[src/hdl/pbv_pkg.sv]
package pbv_pkg;

  localparam int unsigned WordBits = 64;
  localparam int unsigned MaxWords = 1024;  // 65536-bit cap over 64-bit words

  localparam logic [1:0] OpAppend = 2'd0;
  localparam logic [1:0] OpRead   = 2'd1;
  localparam logic [1:0] OpClear  = 2'd2;

  localparam logic [1:0] KindNone   = 2'd0;
  localparam logic [1:0] KindAppend = 2'd1;
  localparam logic [1:0] KindRead   = 2'd2;

  typedef struct packed {
    logic [1:0]  kind;
    logic        err;
    logic [63:0] value;
    logic [15:0] start;
    logic [6:0]  width;
    logic [16:0] bit_length;
  } cmd_t;

  function automatic logic [63:0] low_mask(input logic [6:0] w);
    logic [63:0] m;
    if (w >= 7'd64) begin
      m = '1;
    end else begin
      m = (64'd1 << w[5:0]) - 64'd1;
    end
    return m;
  endfunction

endpackage

[src/hdl/pbv_front.sv]
module pbv_front #(
  parameter int unsigned STORE_WORDS = 1024
) (
  input  logic          clk_i,
  input  logic          rst_ni,
  input  logic          valid_i,
  output logic          ready_o,
  input  logic [1:0]    opcode_i,
  input  logic [63:0]   value_i,
  input  logic [6:0]    width_i,
  input  logic [15:0]   position_i,
  output logic          cmd_valid_o,
  input  logic          cmd_ready_i,
  output pbv_pkg::cmd_t cmd_o
);
  import pbv_pkg::*;

  localparam int unsigned UsedWords = (STORE_WORDS > MaxWords) ? MaxWords : STORE_WORDS;
  localparam logic [17:0] CapBits = 18'(UsedWords * WordBits);

  logic [16:0] length_q, length_d;
  logic        width_ok;
  logic [17:0] app_end;
  logic [16:0] rd_end;
  cmd_t        cmd;

  always_comb begin
    width_ok = (width_i != 7'd0) && (width_i <= 7'd64);
    app_end  = {1'b0, length_q} + 18'(width_i);
    rd_end   = {1'b0, position_i} + 17'(width_i);
    length_d = length_q;

    cmd.kind  = KindNone;
    cmd.err   = 1'b0;
    cmd.value = value_i & low_mask(width_i);
    cmd.start = position_i;
    cmd.width = width_i;

    unique case (opcode_i)
      OpAppend: begin
        if (!width_ok || (app_end > CapBits)) begin
          cmd.err = 1'b1;
        end else begin
          cmd.kind  = KindAppend;
          cmd.start = length_q[15:0];
          length_d  = app_end[16:0];
        end
      end
      OpRead: begin
        if (!width_ok || (rd_end > length_q)) begin
          cmd.err = 1'b1;
        end else begin
          cmd.kind = KindRead;
        end
      end
      OpClear: length_d = '0;
      default: ;
    endcase

    cmd.bit_length = length_d;
  end

  assign ready_o     = cmd_ready_i;
  assign cmd_valid_o = valid_i;
  assign cmd_o       = cmd;

  always_ff @(posedge clk_i or negedge rst_ni) begin
    if (!rst_ni) begin
      length_q <= '0;
    end else if (valid_i && cmd_ready_i) begin
      length_q <= length_d;
    end
  end

endmodule

[config.mk]
export PLATFORM = sky130hd
export DESIGN_NAME = pbv_front
export DESIGN_NICKNAME = d
export VERILOG_FILES = /design/src/hdl/pbv_pkg.sv /design/src/hdl/pbv_front.sv
export SDC_FILE = /design/constraint.sdc
export NUM_CORES = 1
export LEC_CHECK = 0
export ABC_AREA = 1
export BUFFER_PORTS_ARGS = -buffer_cell sky130_fd_sc_hd__buf_2
export CAP_MARGIN = 40
export CORE_MARGIN = 1
export CORE_UTILIZATION = 40
export DETAILED_ROUTE_END_ITERATION = 12
export PLACE_DENSITY = 0.75
export SLEW_MARGIN = 30
export SYNTH_ARGS = -nofsm -noshare
export SYNTH_HDL_FRONTEND = slang
export SYNTH_SLANG_ARGS = --single-unit
[constraint.sdc]
create_clock -name clk_i -period 9.9 [get_ports clk_i]
set_input_delay 1.98 -clock clk_i [delete_from_list [all_inputs] [get_ports clk_i]]
set_output_delay 1.98 -clock clk_i [all_outputs]
set_load 0.005 [all_outputs]
Word-level counts from Yosys, hierarchy flattened. Cells that the tools add are included.

$add $sub $neg: 3. Magnitude comparators: 4. Equality and inequality tests: 2. Shift operators: 1. Multiplexer cells: 10. Bitwise logic cells: 1. Reductions and logical operators: 7.

Operator list (number): $and A64 B64 Y64 (1); $mux W64 (1); $shl A1 B6 Y64 const A (1); $sub A64 B1 Y64 const B (1); $pmux W17 S2 (1); $mux W16 (2); $add A17 B7 Y18 (1); $gt A18 B17 Y1 const B (1); $add A16 B7 Y17 (1); $gt A17 B17 Y1 (1); $mux W17 (1); $ge A7 B7 Y1 const B (1); $le A7 B7 Y1 const B (1); $reduce_bool A7 Y1 (1); $pmux W3 S2 (1); $mux W1 (3); $eq A2 B1 Y1 const B (1); $eq A2 B2 Y1 const B (1); $logic_and A1 B1 Y1 (2); $logic_not A2 Y1 (1); $logic_or A1 B1 Y1 (2); $mux W2 (1); $logic_not A1 Y1 (1).

Register bits: 17. Bits of input ports: 93. Output and inout bits: 109. Logic and storage cells: 29.

Depth between registers and ports, before layout.
Depth after elaboration: 6. Gate-level depth with buffers: 27. Depth with buffers taken out: 27.

Worst setup path after synthesis. Ideal clock, no wire load.

Path kind: input -> output. Start: input port width_i[0]. End: output port cmd_o[106] (netlist bit). Arrival time: 4.734 ns. Required time: 7.920 ns. Slack: 3.186 ns. Stages: 24. Buffers on the path: 0. Path through: ha_1 -> inv_1 -> fa_1 -> inv_1 -> nand2_1 -> nand2_1 -> a21oi_1 -> o21ai_0 -> nand2_1 -> inv_1 -> nor2_1 -> nor2_1 -> nand3_1 -> nor2_1 -> nand3_1 -> xnor2_1 -> ha_1 -> a21oi_1 -> o21ai_0 -> a21oi_1 -> o211ai_1 -> o21ai_0 -> nand2_1 -> nor3_1.

RTL lines: from (decl) (line pbv_front.sv:10) `input logic [6:0] width_i,`; to (decl) (line pbv_front.sv:14) `output pbv_pkg::cmd_t cmd_o`.

==> qor.yml <==
status: "finished clean"
fillers: 1496
cts.hold.buffers_added: 0
globalRouteTotalUtil_pct: 24.6
max_stage_delay_ns: 0.40
multiInputGateArea_um2: 4320
routedWlPerCell_um: 13.4
drive_above_1_share_pct: 20.9
pin_count: 202
final_common_cell: "nand2_1"
clockRootBuffer: "clkbuf_16"
drv_slew: 0
h-tree-depth: 1
syn_area_per_cell_um2: 5.37
num_antenna_cells: 0
seq_area_um2: 425
die_y_um: 121
stdcell_count: 1384
skew_ns: 0.00179
setup-tns-final_ns: 0
max_cap_violations: 0
grt_pass1_vias: 6107
ys_types: 48
drt-vias-per-instance: 5.23
met3_usage_pct: 1.65
syn_inst: 1049
hold_class: "flip-flop to flip-flop"
routabilityCongestion: 1.02
grt_use_met1_pct: 31.7
grtUsageMet2_pct: 45.0
cts_buffers: 3
power_leakage_nw: 4.17
rsz0062_at_grt: "false"
grt_antenna_before_repair: 0
clockBufferDepth: 2
cts.repair.resized: 0
worstSetupPathType: "primary input to output port"
fin_ws_ns: 2.40
path_common_cell: "nand2_1"
crit_path_end_kind: "output port"
power.density_nw_per_um2: 71.3
finalCriticalPeriod_ns: 7.50
ys_ff_latch: 17
pre_cts_slack_ns: 2.41
crit_path_start_kind: "primary input"
layout_common_cells: "nand2_1 (298), buf_2 (201), inv_1 (151)"
ys_warn_count: 0
clock_sinks: 17
syn_area_um2: 5630
die_x_um: 121
path_clk_slew_ns: 0.05
synth_edf_count: 0
wl_mm: 18.6
relSlewSlack_pct: 50.8
core_um2: 13500
ant_nets: 0
drc_errors: 0
finalNetCount: 1336
grt_pass1_wl_mm: 29.3
dpl.hpwl_mm: 15.2
synthFlopType: "dfrtp_1"
first_pass_iters: 6
largest_register_ffs: 17
finalHoldViolCount: 0
portBuffers: 201
busiest_layer: "met2"
critPathSlowestCell: "fa_1"
ys_async_sr_fraction_pct: 100
vdd_drop_max_mv: 0.0925
vias: 7241
max_freq_ghz: 0.133
grt_max_degree: 45
rrSetupSlack_ns: 6.97
post-route-util_pct: 49.5
yosysSeqAreaShare_pct: 7.56
worstPathArrival_ns: 5.52
tightest_slew_ns: 0.738
fp-row-count: 42
start_util_pct: 41.7
drtIter0Drc: 614
regMostFlops: "length_q"
crit_required_ns: 7.92
period_share_pct: 75.8
cts_tree: "done"
synth_fp_nets: 1176
die_area_um2: 14500
grt-ovfl-total: 0
top_regs: "length_q: 17 flops"
setup_violations: 0
clock_latency_ns: 0.25
critPathMaxFanout: 9
place_inst: 1380
post-cts-setup-buffer-count: 0
syn2layout_area_growth_pct: 18.7
==> synth_stat cells, drive strengths merged (3+ instances only) <==
cell type | n | share of area, %
xor2 | 14 | 2.2
nor4 | 5 | 0.56
nor3 | 30 | 3.6
a31oi | 3 | 0.33
a21boi | 27 | 3.6
o21ai | 46 | 4.1
nand2 | 307 | 21
buf | 31 | 3.5
or2 | 3 | 0.33
nand3 | 119 | 11
clkbuf | 16 | 1.1
nand4 | 54 | 6.3
nor2 | 119 | 8.7
clkinv | 4 | 0.27
nand3b | 6 | 0.80
dfrtp | 17 | 7.6
o21bai | 3 | 0.40
o21a | 8 | 1.1
a21oi | 24 | 2.5
ha | 32 | 7.1
xnor2 | 6 | 0.93
inv | 162 | 11
==> worst max-delay path: cells and delay by family <==
| family | cells | cell delay (ns) |
|---|---|---|
| and+or+nand+nor | 15 | 1.47 |
| buffers and inverters | 6 | 0.57 |
| AOI/OAI and AO/OA | 4 | 0.56 |
| adders and majority gates | 3 | 0.91 |
==> final timing paths <==
check,start,to,depth (start not counted)
setup / recovery,width_i[0],cmd_o[104],28
hold / removal,length_q[16],length_q[16],2
setup reg to reg,length_q[0],length_q[8],18
hold reg to reg,length_q[16],length_q[16],2
max in group asynchronous,rst_ni,length_q[2],1
min in group asynchronous,rst_ni,length_q[13],1
==> power breakdown <==
part / internal (mW) / total (mW) / switching (mW)
clock network: 0.0547 / 0.0808 / 0.0261
registers: 0.0748 / 0.0831 / 0.00833
logic: 0.120 / 0.312 / 0.193
==> through the flow <==
step	instance area, um^2	hold slack (ns)	power (mW)
5_1_grt	6680	0.573	0.525
2_1_floorplan	5630	0.493	0.294
6_report	6680	0.528	0.476
3_3_place_gp	6600	0.511	0.393
4_1_cts	6680	0.532	0.479
3_5_place_dp	6600	0.518	0.396
==> cells by family (layout without fill, tap and decap cells) <==
kind of cell,after synthesis,count (layout),share of synthesized area (%)
AO/OA/AOI/OAI,119,119,13.1
XOR/XNOR,20,20,3.11
adder cells (fa/ha/maj),34,34,7.83
AND/OR/NAND/NOR,646,646,52.8
flip-flops,17,17,7.56
buffers and inverters,213,372,15.7
==> routing by layer <==
layer | vias to the layer above | routed length [um] | share of wire [%]
li1 | 3718 | - | -
met1 | 3180 | 7840 | 42
met2 | 319 | 9060 | 49
met3 | 24 | 1360 | 7.3
met4 | 0 | 305 | 1.6
met5 | - | 0 | 0
==> cell type report <==
| type | count | share of cell area [%] |
|---|---|---|
| multi-input cells | 819 | 64.7 |
| repair buffers | 202 | 15.2 |
| inverters | 166 | 9.32 |
| flip-flops and latches | 17 | 6.37 |
| well taps | 176 | 3.30 |
| clock buffers | 4 | 1.18 |
(Power assumes the default switching activity.)
