[src/hdl/pbv_pkg.sv]
package pbv_pkg;

  localparam int unsigned WordBits = 64;
  localparam int unsigned MaxWords = 1024;  // 65536-bit cap over 64-bit words

  localparam logic [1:0] OpAppend = 2'd0;
  localparam logic [1:0] OpRead   = 2'd1;
  localparam logic [1:0] OpClear  = 2'd2;

  localparam logic [1:0] KindNone   = 2'd0;
  localparam logic [1:0] KindAppend = 2'd1;
  localparam logic [1:0] KindRead   = 2'd2;

  typedef struct packed {
    logic [1:0]  kind;
    logic        err;
    logic [63:0] value;
    logic [15:0] start;
    logic [6:0]  width;
    logic [16:0] bit_length;
  } cmd_t;

  function automatic logic [63:0] low_mask(input logic [6:0] w);
    logic [63:0] m;
    if (w >= 7'd64) begin
      m = '1;
    end else begin
      m = (64'd1 << w[5:0]) - 64'd1;
    end
    return m;
  endfunction

endpackage

[src/hdl/pbv_fifo.sv]
module pbv_fifo (
  input  logic          clk_i,
  input  logic          rst_ni,
  input  logic          in_valid_i,
  output logic          in_ready_o,
  input  pbv_pkg::cmd_t in_cmd_i,
  output logic          out_valid_o,
  input  logic          out_ready_i,
  output pbv_pkg::cmd_t out_cmd_o
);
  import pbv_pkg::*;

  cmd_t       slot_q [2];
  logic       wr_ptr_q, rd_ptr_q;
  logic [1:0] count_q;
  logic       push, pop;

  assign in_ready_o  = (count_q != 2'd2);
  assign out_valid_o = (count_q != 2'd0);
  assign out_cmd_o   = slot_q[rd_ptr_q];
  assign push        = in_valid_i && in_ready_o;
  assign pop         = out_valid_o && out_ready_i;

  always_ff @(posedge clk_i) begin
    if (push) begin
      slot_q[wr_ptr_q] <= in_cmd_i;
    end
  end

  always_ff @(posedge clk_i or negedge rst_ni) begin
    if (!rst_ni) begin
      wr_ptr_q <= 1'b0;
      rd_ptr_q <= 1'b0;
      count_q  <= 2'd0;
    end else begin
      if (push) begin
        wr_ptr_q <= ~wr_ptr_q;
      end
      if (pop) begin
        rd_ptr_q <= ~rd_ptr_q;
      end
      if (push && !pop) begin
        count_q <= count_q + 2'd1;
      end else if (pop && !push) begin
        count_q <= count_q - 2'd1;
      end
    end
  end

endmodule

[config.mk]
export PLATFORM = sky130hd
export DESIGN_NAME = pbv_fifo
export DESIGN_NICKNAME = d
export VERILOG_FILES = /design/src/hdl/pbv_pkg.sv /design/src/hdl/pbv_fifo.sv
export SDC_FILE = /design/constraint.sdc
export NUM_CORES = 1
export LEC_CHECK = 0
export ABC_AREA = 1
export BUFFER_PORTS_ARGS = -buffer_cell sky130_fd_sc_hd__buf_2
export CORE_UTILIZATION = 48
export DETAILED_ROUTE_END_ITERATION = 7
export HOLD_SLACK_MARGIN = 0.1
export PLACE_DENSITY = 0.73
export SYNTH_ARGS = -nofsm -noshare
export SYNTH_HDL_FRONTEND = slang
export SYNTH_SLANG_ARGS = --single-unit
[constraint.sdc]
create_clock -name clk_i -period 11.2 [get_ports clk_i]
set_input_delay 0 -clock clk_i [delete_from_list [all_inputs] [get_ports clk_i]]
set_output_delay 0 -clock clk_i [all_outputs]
set_load 0.01 [all_outputs]
Word-level counts from Yosys, hierarchy flattened
Memories as Yosys holds them, arrays and structs flattened.
Index checks and enable logic that the tools add are counted.
Word-level totals
  register bits: 4
  ROM bits: 0
  logic and storage cells: 21
  bits in latches: 0
  memories: 1
  bits in writable memories: 214
Cells by class
  equality and inequality tests: 1
  add/subtract/negate cells: 2
  magnitude comparators: 0
  multiply operators: 0
  reductions and logical operators: 8
  div/mod/pow operators: 0
  multiplexer cells: 4
  shifts and indexed selects: 0
  bitwise gates (word level): 2
Memory list
  slot_q: depth 2, bits a word 107, read ports 1, clocked after memory_dff 0, write ports 1, RTL line pbv_fifo.sv:13  | cmd_t slot_q [2];
Operator list (count)
  1-bit logical AND: 4
  2-bit 2-to-1 mux: 2
  2-bit nonzero test: 2
  2-bit by 1-bit adder with 2-bit output (second input constant): 1
  1-bit logical NOT: 2
  1-bit 2-to-1 mux: 2
  2-bit != test (second input constant): 1
  1-bit inverter: 2
  2-bit by 1-bit subtractor with 2-bit output (second input constant): 1

Logic depth before layout (Yosys ltp)
  depth in word-level cells: 6
  depth in mapped cells: 10
  depth with buffers taken out: 10

Least setup slack after synthesis
OpenSTA, ideal clock, no wires.
  path kind: register to register
  start point: register count_q[0]
  end point: memory slot_q[0][0] in the netlist's numbering, enable pin
  data required time: 10626 ps
  cell stages (with the launch flop): 5
  period minus slack after synthesis: 5699 ps
  data arrival time: 5125 ps
  slack: 5501 ps
  path buffers: 0
  cells stage by stage: dfrtp_1 > inv_1 > nand2_1 > nand2_1 > nor2_1
Between the ends
  cells in the longest elaborated chain, start to end: 4
Ends and longest elaborated chain
  start: declaration: RTL line pbv_fifo.sv:15  | logic [1:0] count_q;
  start signal: assignment: RTL line pbv_fifo.sv:43  | count_q <= count_q + 2'd1;
  start signal: assignment: RTL line pbv_fifo.sv:45  | count_q <= count_q - 2'd1;
  2-bit != test: RTL line pbv_fifo.sv:18  | assign in_ready_o = (count_q != 2'd2);
  named net in_ready_o: RTL line pbv_fifo.sv:5  | output logic in_ready_o,
  1-bit logical AND: RTL line pbv_fifo.sv:21  | assign push = in_valid_i && in_ready_o;
  1-bit 2-to-1 mux: RTL line pbv_fifo.sv:25  | if (push) begin
  1-bit 2-to-1 mux (not written as such): RTL line pbv_fifo.sv:26  | slot_q[wr_ptr_q] <= in_cmd_i;
  end: declaration: RTL line pbv_fifo.sv:13
The timed path passes the listed nets, and every way through them passes these cells.

==> results.yml <==
placed_design:
  post_dp_cell_area_um2: 9274
  io_buffers: 219
  hpwl_mm: 9.732
  gp_congestion: 0.7149
critical_path:
  cp_top_family: "buffers and inverters"
  startpoint: "rd_ptr_q"
  r2r-end: "rd_ptr_q"
  critPathCaptureType: "primary output"
  crit_type: "flip-flop to primary output"
  rrSetupSlack_ns: 9.24
  worst-path-buf-inv: 2
  rr_startpoint: "rd_ptr_q"
  cp.depth: 4
  cp-endpoint: "out_cmd_o[13]"
  crit_top_cell: "nand2_1"
  max_stage_delay_ns: 0.91
  crit_path_max_fanout: 108
  r2r_cells: 3
  arrival_ns: 2.63
  critPathSlowestCell: "inv_4"
  required_ns: 11.20
  cp-start-kind: "flip-flop"
  path_cells: "inv_4 -> nand2_1 -> nand2_1 -> buf_2"
layout:
  nFillCells: 1080
  layout-drive-gt1-share_pct: 27.55
  stdcell_area_um2: 11090
  syn_to_final_growth_pct: 38.69
  fin_nets: 1036
  utilization_pct: 69.07
worst_hold_path:
  hold_depth: 2
  hp-class: "input port to flip-flop"
logic_synthesis:
  yosys-top-cells-area: "edfxtp_1 (80%), nand2_1 (16%), dfrtp_1 (1.3%)"
  yosysMostFrequentCell: "nand2_1"
  async_flop_share_pct: 1.835
  syn-num-nets: 699
  synth.avg_cell_area_um2: 13.62
  synth_edf_count: 214
  yosys_warnings: 0
  yosysSeqAreaShare_pct: 81.61
  synth.distinct_cells: 14
  ys.flop_type: "edfxtp_1"
  yosysTopAreaCellShare_pct: 80.36
  synth_common_cells: "nand2_1 (331), edfxtp_1 (214), buf_2 (17), inv_1 (6)"
  netlist_area_um2: 7996
  yosys.area.top_type: "edfxtp_1"
  ys_ff_latch: 218
  synth_cells: 587
global_routing:
  grt_max_degree: 109
  antenna_found_initial: 1
  grt_overflow: 0
  track_usage_pct: 19.61
  grt_first_pass_wirelength_mm: 25.40
  grt_pass1_vias: 5278
clock_network:
  clk_path_buf_depth: 3
  cts_tree: "done"
  clkTransAtPathRegs_ns: 0.06
  cts.sinks: 218
  cts_root_buffer: "clkbuf_16"
  ctsResizeCount: 0
  h-tree-depth: 1
  clk-insertion-delay-late_ns: 0.50
  cts_made_buffers: 23
status:
  status: "finished clean"
floorplan:
  dieArea_um2: 17180
  core_um2: 16060
  fp.dieH_um: 131.1
  die_w_um: 131.1
  ios: 220
  fp-row-count: 46
  start_util_pct: 49.80
routing:
  drt-pass1-iter-count: 4
  initialDrtViolationCount: 223
  drc: 0
  antenna_left: 0
  routed_wl_mm: 17.62
  viasPerCell: 4.735
  dr_total_vias: 5478
  wl_per_cell_um: 15.23
timing:
  relSlewSlack_pct: 22.60
  setup_viol: 0
  finalCriticalPeriod_ns: 2.629
  period_share_pct: 23.48
  max_freq_ghz: 0.3803
  slew_viol_final: 0
  tns_ns: 0
  clock_skew_ns: 0.01342
  hold_violations: 0
  worst_pin_slew_ns: 1.161
  grt_setup_unrepaired: "no"
pwr:
  powerDensity_nw_per_um2: 246.0
  ir_drop_v: 0.0001912
  power_switching_uw: 906.1
  power_frac_comb_pct: 30.4
  p_sw_share_pct: 33.20
  intPower_uw: 1823
  clkPwrFrac_pct: 25.9
  p_leak_uw: 0.004785
  pwr-share-seq_pct: 43.7
job:
  drv_cap: 0
==> registers in the layout (all words and copies together), names as in the netlist <==
register,count
slot_q,214
rd_ptr_q,1
wr_ptr_q,1
count_q,2
==> area by class of cell <==
class | count | area (µm²) | area share (%)
Sequential cell | 218 | 6530 | 58.88
Timing Repair Buffer | 335 | 2245 | 20.24
Multi-Input combinational cell | 339 | 1311 | 11.82
Clock buffer | 27 | 590.6 | 5.325
Tap cell | 216 | 270.3 | 2.437
Clock inverter | 14 | 112.6 | 1.015
Inverter | 7 | 28.78 | 0.2595
Antenna cell | 1 | 2.502 | 0.02256
==> stage by stage <==
| step | setup slack [ns] | hold slack, ns | total power (µW) | std cells |
|---|---|---|---|---|
| after floorplan | 5.501 | -0.2956 | 1703 | 587 |
| after global placement | 9.123 | -0.1880 | 1997 | 1004 |
| after detailed placement | 9.129 | -0.1852 | 2007 | 1004 |
| after CTS | 8.596 | 0.2160 | 2740 | 1156 |
| after global routing | 8.386 | 0.2217 | 2887 | 1157 |
| final | 8.571 | 0.2250 | 2729 | 1157 |
==> layer usage <==
layer | track usage, % | part of all wire (%) | up-vias
met5 | 0.2941 | 0 | -
met4 | 4.868 | 2.0 | 0
met3 | 6.088 | 8.2 | 34
met2 | 35.48 | 50 | 220
met1 | 22.61 | 40 | 2572
li1 | - | - | 2652
==> what timing repair did <==
item,in CTS,in global routing
buffers inserted,0,0
endpoints found under the hold margin,222,0
hold buffers,111,0
==> cell usage in the layout (no fill, tap or decap), drive strengths merged <==
cell type	Yosys	layout
nand2	331	331
buf	23	224
edfxtp	214	214
dlygate4sd3	0	111
clkbuf	0	27
clkinv	0	12
inv	7	7
dfrtp	4	4
nor2	2	2
nand3	2	2
bufinv	0	2
diode	0	1
xnor2	1	1
xor2	1	1
nand4	1	1
ha	1	1
==> power by group through the flow <==
stage	registers [µW]	logic, µW	clock network [µW]
floorplan	1200	507	0
global placement	1210	792	0
detailed placement	1210	798	0
CTS	1190	831	715
global route	1210	930	745
finish	1190	828	707
==> worst min-delay path by stage <==
stage	from	to	slack (ns)
after CTS	in_cmd_i[101]	slot_q[1][101]	0.22
after floorplan	rst_ni	count_q[0]	-0.30
after global routing	in_cmd_i[75]	slot_q[0][75]	0.22
after global placement	rst_ni	count_q[1]	-0.19
after detailed placement	rst_ni	wr_ptr_q	-0.19
final	in_cmd_i[13]	slot_q[0][13]	0.22
==> logic make-up after synthesis <==
family	after synthesis	synth area share (%)
buffers and inverters	30	2.175
xor gates and xnor gates	2	0.2191
adders and majority gates	1	0.1564
DFF	218	81.61
and+or+nand+nor	336	15.83
Power figures use the tool's default switching activity.
